$ cat src/rtl/backward_lz_decompressor_defines.svh
// Assertion macros shared by the backward LZ decompressor RTL.
// Depends on nothing; included by the modules that carry assertions.
`ifndef BACKWARD_LZ_DECOMPRESSOR_DEFINES_SVH
`define BACKWARD_LZ_DECOMPRESSOR_DEFINES_SVH

// A condition that must hold at every clock edge outside reset.
`define BLZ_ASSERT_ALWAYS(label, clk, rst, cond) \
   label: assert property (@(posedge clk) disable iff (rst) (cond)) \
      else $error("blz: invariant violated");

// A condition that implies another in the same cycle.
`define BLZ_ASSERT_IMPL(label, clk, rst, ante, cons) \
   label: assert property (@(posedge clk) disable iff (rst) (ante) |-> (cons)) \
      else $error("blz: same-cycle implication violated");

// A condition that implies another in the following cycle.
`define BLZ_ASSERT_NEXT(label, clk, rst, ante, cons) \
   label: assert property (@(posedge clk) disable iff (rst) (ante) |=> (cons)) \
      else $error("blz: next-cycle implication violated");

`endif

$ cat src/rtl/blz_pkg.sv
// Shared types and constants of the backward LZ decompressor.
// Used by the controller, the datapath and the top level; depends on nothing.
`default_nettype none

package blz_pkg;

   localparam int WINDOW_BYTES_DEF = 8192;

   localparam int DATA_W     = 8;
   localparam int LEN_W      = 24;
   localparam int STATUS_W   = 3;
   localparam int CNT_W      = 5;
   localparam int DIST_W     = 13;
   localparam int BITS_W     = 4;
   localparam int PHASE_W    = 2;
   localparam int RSP_DATA_W = 16;

   // Parse phase of the compressed stream.
   localparam logic [PHASE_W-1:0] PH_FLAG = 2'd0;
   localparam logic [PHASE_W-1:0] PH_ITEM = 2'd1;
   localparam logic [PHASE_W-1:0] PH_LOW  = 2'd2;

   // Status codes reported in the final result of a stream.
   localparam logic [STATUS_W-1:0] ST_OK       = 3'd0;
   localparam logic [STATUS_W-1:0] ST_OVERFLOW = 3'd1;
   localparam logic [STATUS_W-1:0] ST_BAD_DIST = 3'd2;
   localparam logic [STATUS_W-1:0] ST_TRUNC    = 3'd3;
   localparam logic [STATUS_W-1:0] ST_SHORT    = 3'd4;

   // Commands from the controller to the datapath.
   typedef struct packed {
      logic                take;
      logic                clear_stream;
      logic                set_failed;
      logic                load_flag;
      logic                store_high;
      logic                advance;
      logic                start_copy;
      logic                rd_issue;
      logic                emit_lit;
      logic                emit_copy;
      logic                emit_status;
      logic [STATUS_W-1:0] status_code;
   } blz_cmd_type;

   // Status from the datapath to the controller.
   typedef struct packed {
      logic               last;
      logic               failed;
      logic [PHASE_W-1:0] phase;
      logic               flag_msb;
      logic               room_zero;
      logic               count_over;
      logic               dist_bad;
      logic               count_one;
      logic               len_match;
      logic               out_free;
   } blz_stat_type;

endpackage

`default_nettype wire

$ cat src/rtl/blz_ctrl.sv
// Controller of the backward LZ decompressor: sequences one input beat at a
// time and issues datapath commands. Depends on blz_pkg.
`default_nettype none

module blz_ctrl (
   input  wire logic                  clock,
   input  wire logic                  reset,
   input  wire logic                  in_valid,
   output logic                       in_ready,
   input  wire blz_pkg::blz_stat_type stat,
   output blz_pkg::blz_cmd_type       cmd
);

   localparam logic [2:0] S_IDLE    = 3'd0;
   localparam logic [2:0] S_DECODE  = 3'd1;
   localparam logic [2:0] S_LIT     = 3'd2;
   localparam logic [2:0] S_COPY_RD = 3'd3;
   localparam logic [2:0] S_COPY_WR = 3'd4;
   localparam logic [2:0] S_ERR     = 3'd5;
   localparam logic [2:0] S_FINISH  = 3'd6;

   logic [2:0]                   state_ff, state_in;
   logic [blz_pkg::STATUS_W-1:0] err_ff, err_in;

   assign in_ready = (state_ff == S_IDLE);

   always_comb begin
      state_in = state_ff;
      err_in   = err_ff;
      cmd      = '0;

      case (state_ff)
         S_IDLE: begin
            if (in_valid) begin
               cmd.take = 1'b1;
               state_in = S_DECODE;
            end
         end
         S_DECODE: begin
            if (stat.failed) begin
               cmd.clear_stream = stat.last;
               state_in         = S_IDLE;
            end else begin
               case (stat.phase)
                  blz_pkg::PH_FLAG: begin
                     cmd.load_flag = 1'b1;
                     state_in      = stat.last ? S_FINISH : S_IDLE;
                  end
                  blz_pkg::PH_ITEM: begin
                     if (stat.flag_msb) begin
                        if (stat.last) begin
                           err_in   = blz_pkg::ST_TRUNC;
                           state_in = S_ERR;
                        end else begin
                           cmd.store_high = 1'b1;
                           state_in       = S_IDLE;
                        end
                     end else begin
                        cmd.advance = 1'b1;
                        if (stat.room_zero) begin
                           err_in   = blz_pkg::ST_OVERFLOW;
                           state_in = S_ERR;
                        end else begin
                           state_in = S_LIT;
                        end
                     end
                  end
                  blz_pkg::PH_LOW: begin
                     cmd.advance = 1'b1;
                     if (stat.count_over) begin
                        err_in   = blz_pkg::ST_OVERFLOW;
                        state_in = S_ERR;
                     end else if (stat.dist_bad) begin
                        err_in   = blz_pkg::ST_BAD_DIST;
                        state_in = S_ERR;
                     end else begin
                        cmd.start_copy = 1'b1;
                        state_in       = S_COPY_RD;
                     end
                  end
                  default: begin
                     state_in = S_IDLE;
                  end
               endcase
            end
         end
         S_LIT: begin
            if (stat.out_free) begin
               cmd.emit_lit = 1'b1;
               state_in     = stat.last ? S_FINISH : S_IDLE;
            end
         end
         S_COPY_RD: begin
            cmd.rd_issue = 1'b1;
            state_in     = S_COPY_WR;
         end
         S_COPY_WR: begin
            if (stat.out_free) begin
               cmd.emit_copy = 1'b1;
               if (stat.count_one) begin
                  state_in = stat.last ? S_FINISH : S_IDLE;
               end else begin
                  state_in = S_COPY_RD;
               end
            end
         end
         S_ERR: begin
            if (stat.out_free) begin
               cmd.emit_status  = 1'b1;
               cmd.status_code  = err_ff;
               cmd.clear_stream = stat.last;
               cmd.set_failed   = !stat.last;
               state_in         = S_IDLE;
            end
         end
         S_FINISH: begin
            if (stat.out_free) begin
               cmd.emit_status  = 1'b1;
               cmd.status_code  = stat.len_match ? blz_pkg::ST_OK : blz_pkg::ST_SHORT;
               cmd.clear_stream = 1'b1;
               state_in         = S_IDLE;
            end
         end
         default: begin
            state_in = S_IDLE;
         end
      endcase
   end

   always_ff @(posedge clock) begin
      if (reset) begin
         state_ff <= S_IDLE;
      end else begin
         state_ff <= state_in;
      end
   end

   always_ff @(posedge clock) begin
      err_ff <= err_in;
   end

`include "backward_lz_decompressor_defines.svh"

   `BLZ_ASSERT_ALWAYS(a_one_emit_at_most, clock, reset, $onehot0({cmd.emit_lit, cmd.emit_copy, cmd.emit_status}))
   `BLZ_ASSERT_NEXT(a_read_then_write, clock, reset, cmd.rd_issue, state_ff == S_COPY_WR)
   `BLZ_ASSERT_NEXT(a_accept_then_decode, clock, reset, in_valid && in_ready, state_ff == S_DECODE)

endmodule

`default_nettype wire
$ cat config.mk
export PLATFORM = sky130hd
export DESIGN_NAME = blz_ctrl
export DESIGN_NICKNAME = d
export VERILOG_FILES = /design/src/rtl/blz_pkg.sv /design/src/rtl/blz_ctrl.sv
export VERILOG_INCLUDE_DIRS = /design/src /design/src/rtl
export SDC_FILE = /design/constraint.sdc
export NUM_CORES = 1
export LEC_CHECK = 0
export ABC_AREA = 1
export BUFFER_PORTS_ARGS = -buffer_cell sky130_fd_sc_hd__buf_2
export CORE_MARGIN = 4
export CORE_UTILIZATION = 39
export CTS_BUF_LIST = sky130_fd_sc_hd__clkbuf_16
export DETAILED_ROUTE_END_ITERATION = 8
export GPL_TIMING_DRIVEN = 0
export PLACE_DENSITY = 0.73
export REMOVE_ABC_BUFFERS = 1
export SYNTH_ARGS = -nofsm -noshare
export SYNTH_HDL_FRONTEND = slang
export SYNTH_SLANG_ARGS = --single-unit
$ cat constraint.sdc
create_clock -name clock -period 1.16 [get_ports clock]
set_input_delay 0.232 -clock clock [delete_from_list [all_inputs] [get_ports clock]]
set_output_delay 0.232 -clock clock [all_outputs]
set_load 0.05 [all_outputs]
-- After elaboration in Yosys (flattened, before gate mapping)
Index checks and enable logic that the tools add are counted.
- input bits: 14
- bits in registers: 6
- word-level logic and storage cells: 70
- output and inout bits: 15
- equality and inequality tests: 15
- bitwise operators: 1
- reduce and logical (&&, ||, !) cells: 7
- muxes and demuxes: 45
- operators by type and width (operator ; count):
    $mux W3 ; 18
    $pmux W3 S6 ; 1
    $mux W1 ; 16
    $mux W4 ; 4
    $eq A3 B3 Y1 const B ; 3
    $ne A3 B3 Y1 const B ; 3
    $pmux W3 S3 ; 1
    $pmux W4 S2 ; 1
    $eq A3 B2 Y1 const B ; 2
    $ne A2 B2 Y1 const B ; 3
    $pmux W3 S2 ; 1
    $reduce_and A6 Y1 ; 1
    $reduce_and A4 Y1 ; 1
    $eq A3 B1 Y1 const B ; 1
    $logic_not A3 Y1 ; 1
    $pmux W1 S3 ; 1
    $eq A2 B1 Y1 const B ; 1
    $eq A2 B2 Y1 const B ; 1
    $logic_not A2 Y1 ; 1
    $mux W2 ; 1
    $ne A2 B1 Y1 const B ; 1
    $pmux W1 S2 ; 1
    $reduce_bool A2 Y1 ; 1
    $reduce_or A2 Y1 ; 1
    other kinds (2) ; 2

-- Logic depth before layout (Yosys ltp)
- depth in word-level cells: 5
- depth in mapped cells: 10
- depth with buffers taken out: 10

-- Worst setup path after synthesis
Ideal clock, no wire load.
- kind: reg-to-output
- start: register state_ff[1]
- end: output cmd[5] (netlist name)
- buffers on the path: 0
- data required time: 928 ps
- cell stages (with the launch flop): 3
- path slack: -1083 ps
- arrival time: 2011 ps
- cells stage by stage: dfxtp_1 > inv_1 > nor4_1
- RTL lines (what ; RTL line ; source):
    from (decl) ; blz_ctrl.sv:22 ; logic [2:0] state_ff, state_in;
    from (signal assigned) ; blz_ctrl.sv:134 ; state_ff <= state_in;
    to (decl) ; blz_ctrl.sv:11 ; output blz_pkg::blz_cmd_type cmd

==> impl.org <==
** Pwr
- Combinational share of power :: 35.0%
- The internal portion of the total power is 0.794 mW.
- The worst-case IR drop observed on VDD is 736 uV.
- The share of total power dissipated in sequential elements is 18.6%.
- Switching Power :: 0.417 mW
- For this design the static power due to leakage is 0.586 nW.
- Net switching is 34.4% of the power.
- In this run the power density over the cells is 1060 nW/um^2.
- Design Power :: 1.21 mW
- Of the total power, the clock network draws 46.4%.

** Logic synthesis
- Gate count after technology mapping :: 102
- After Yosys synthesis, full adders, half adders and majority gates account for 8.60% of the synthesized area.
- The biggest area contributor in the post-synthesis netlist is nand2_1.
- Post-synthesis cell type count :: 19
- For this run, asynchronously set or reset flops after synthesis account for 0%.
- In this run the mean area of a mapped cell was 5.70 sq um.
- Sequential element share of the synthesized area :: 20.6%
- Ranked by instance count, the synthesized netlist is headed by nand2_1 (25), nor2_1 (20), inv_1 (18).
- After Yosys synthesis, XOR and XNOR cells account for 0% of the synthesized area.
- By area, the combinational part of the netlist is dominated by simple AND/OR/NAND/NOR gates.
- Most area-consuming cells after synthesis :: nand2_1 (16%), nor2_1 (13%), inv_1 (12%)
- Yosys warnings :: 0
- In this run, synthesis inferred 2 flip-flops with an integrated enable.
- Summing the areas of all compound-gate instances in the mapped netlist gives 8.60% of the synthesized area.
- Dominant cell by count in the synthesized netlist :: nand2_1
- Portion of synthesized cell area occupied by the leading cell type :: 16.1%
- For this run, the leading register cell type out of synthesis is dfxtp_1.
- The portion of synthesized area spent on multiplexers is 0%.
- Summing the areas of all and, or, nand and nor instances in the mapped netlist gives 48.6% of the synthesized area.
- In this run, synthesis produced a sequential element count of 5.
- The synthesized netlist occupies a cell area of 582 sq um.

** Timing
- Static timing analysis puts the maximum clock frequency at 635 MHz.
- Final slew viol count :: 0
- Final TNS setup :: -6.76 ns
- In the finished design, the share of the clock period the worst path needs comes to 136%.
- Final critical path time including I/O delays and setup :: 1.58 ns
- Clock skew on the completed layout was measured at 0.0000713 ns.
- Headroom to the max-slew limit came out at 80.1%.
- Setup repair after global routing could not meet its margin everywhere.
- At the pin with the least slew margin, the transition time is 0.298 ns.
- Setup violations remaining at the end of the flow were counted as 20.
- After layout, the worst setup slack is -0.416 ns.
- Hold Violations, Final :: 0

** Clock tree
- CTS built an H-tree with a depth of 1.
- Insertion delay of the later-clocked pin in the worst-skew pair :: 0.23 ns
- The tree is rooted in a clkbuf_16.
- Counting every sink on the clock net gives 5.
- Clock-pin slew was measured on the worst setup and hold paths at 0.03 ns.
- Counting the buffers created by CTS gives 3.
- Counting along the longest clock path gives a buffer depth of 2.
- TritonCTS clock tree :: yes
- Hold repair after CTS inserted 0 buffers.

** Drt
- The detailed router placed 866 vias in this run.
- Routed via count divided by cell count :: 5.38
- DRC violations left :: 0
- Routed length per instance :: 14.1 um
- Routed WL :: 2.28 mm
- Length of the first detailed-routing pass in iterations :: 6
- Number of DRC markers in iteration 0 :: 19
- In this run the remaining antenna-violating nets after routing total 0.

** Setup path
- Cells along the critical path :: buf_4 -> nor2_4 -> nand3_4 -> nor3_4 -> buf_6
- Endpoint required time on the critical path :: 0.93 ns
- On the worst path, the slowest cell contributes a delay of 0.36 ns.
- Crit end category :: output pin
- The worst setup path is launched from a flop.
- Maximum fanout along the worst path :: 5
- The worst setup path is of the reg2out kind.
- Among all stages on the critical path, the largest delay is contributed by dfxtp_4.
- For the worst setup path, the data arrival time is 1.34 ns.

** Outcome
- The checks that failed: setup timing.
- Outcome :: finished, violations left

** Cells and area
- The repair_antennas step left the layout with diodes totalling 0.
- Counting the fill cells in the layout gives 74.
- The finished layout holds 161 standard cells, fillers aside.
- Cells fill 84.7% of the core in the end.
- For this run, the post-layout net count is 165.
- Syn-to-layout area delta :: 96.6%
- Multi-input combinational cell area :: 495 sq um
- Flip-flop and latch area :: 129 sq um
- Layout cell share with drive strength beyond 1 :: 50.7%

** Placement
- Number of placed cells counting well taps :: 145
- RePlAce Congestion :: 0.801
- Post-placement setup slack :: -0.434 ns
- Buffers placed on the I/O ports in this run total 28.
- Post-detail-place hpwl :: 1.20 mm

** Die
- Width of the die :: 46.6 um
- In this run the count of I/O pins placed on the die edge is 29.
- FP Rows :: 13
- Placeable core region :: 1350 sq um
- Die ar. :: 2170 sq um
- Once the floorplan was initialized, standard cells occupied 43.1% of the core.
- Measured along the y axis, the die boundary spans 46.6 um.

** Global route
- Entering global routing, the biggest net connects 8 pins.
- Global-route usage over all layers :: 20.2%
- The first global-routing pass estimated 3.07 mm of wire.
- Via count of the first global-routing pass :: 765
- The initial antenna violation count is 0.
- Sum of overflow across all layers after global routing :: 0

** Worst hold path
- Worst min-delay path category :: in2reg

** Run
- Max-Cap Viols :: 0
## cells in the final DEF (no fill, tap or decap), drive strengths merged
| cell | n |
|---|---|
| nor2 | 23 |
| nor4 | 1 |
| edfxtp | 2 |
| nor3 | 2 |
| ha | 4 |
| nand2 | 25 |
| or2 | 1 |
| dfxtp | 3 |
| nand3 | 11 |
| clkbuf | 4 |
| a21oi | 5 |
| a31oi | 1 |
| inv | 22 |
| o21ai | 3 |
| buf | 39 |
## worst paths after layout
check                           start                       end  slack (ns)  cells past startpoint
min                             reset  state_ff[0]$_SDFFE_PP0P_        0.19                      2
max reg2reg  state_ff[1]$_SDFFE_PP0P_  state_ff[2]$_SDFFE_PP0P_       -0.37                     10
min reg2reg  state_ff[0]$_SDFFE_PP0P_  state_ff[0]$_SDFFE_PP0P_        0.56                      2
max          state_ff[1]$_SDFFE_PP0P_                    cmd[8]       -0.42                      5
## worst max-delay path, delay by kind of cell, from the launching register on
family                 cells  cell delay, ns
flip-flops                 1            0.36
AND/OR/NAND/NOR            3            0.43
buffers and inverters      2            0.33
## per-layer routing
layer	vias up	wire [um]	GRT usage, %
met2	48	1250	38.2
met3	7	172	2.73
met1	403	786	21.2
met4	0	70	9.94
met5	-	0	0
li1	408	-	-
## per-stage QoR
| step | hold slack [ns] | instance area, sq um |
|---|---|---|
| detailed placement | 0.434 | 741 |
| finish | 0.192 | 1140 |
| CTS | 0.188 | 1070 |
| floorplan | 0.301 | 582 |
| global placement | 0.424 | 741 |
| global route | 0.197 | 1140 |
## power by group through the flow
stage	sequential, mW	combinational [mW]	clock, mW
floorplan	0.215	0.225	0
detailed placement	0.220	0.299	0
global route	0.226	0.451	0.577
CTS	0.222	0.372	0.565
global placement	0.220	0.296	0
finish	0.225	0.424	0.562
## flip-flops by register name, summed over array words and instances, names as in the netlist
signal    flops
state_ff      3
err_ff        2
## logic make-up (layout without fill, tap and decap cells)
family | after synthesis | in the layout
AO/OA/AOI/OAI | 9 | 9
flip-flops | 5 | 5
buffers and inverters | 21 | 65
adder cells (fa/ha/maj) | 4 | 4
AND/OR/NAND/NOR | 63 | 63
## cell type report
class | instances | share of cell area [%]
Multi-Input combinational cell | 76 | 43.3
Timing Repair Buffer | 40 | 29.3
Sequential cell | 5 | 11.3
Inverter | 21 | 7.55
Clock buffer | 3 | 6.56
Tap cell | 15 | 1.64
Clock inverter | 1 | 0.328
## what timing repair did
item                       CTS  global route
pin swaps                    6             4
cloned                       0             0
buffers inserted            10             2
setup endpoints to repair   20            20
resized for setup           54            17
Power figures use the tool's default switching activity.
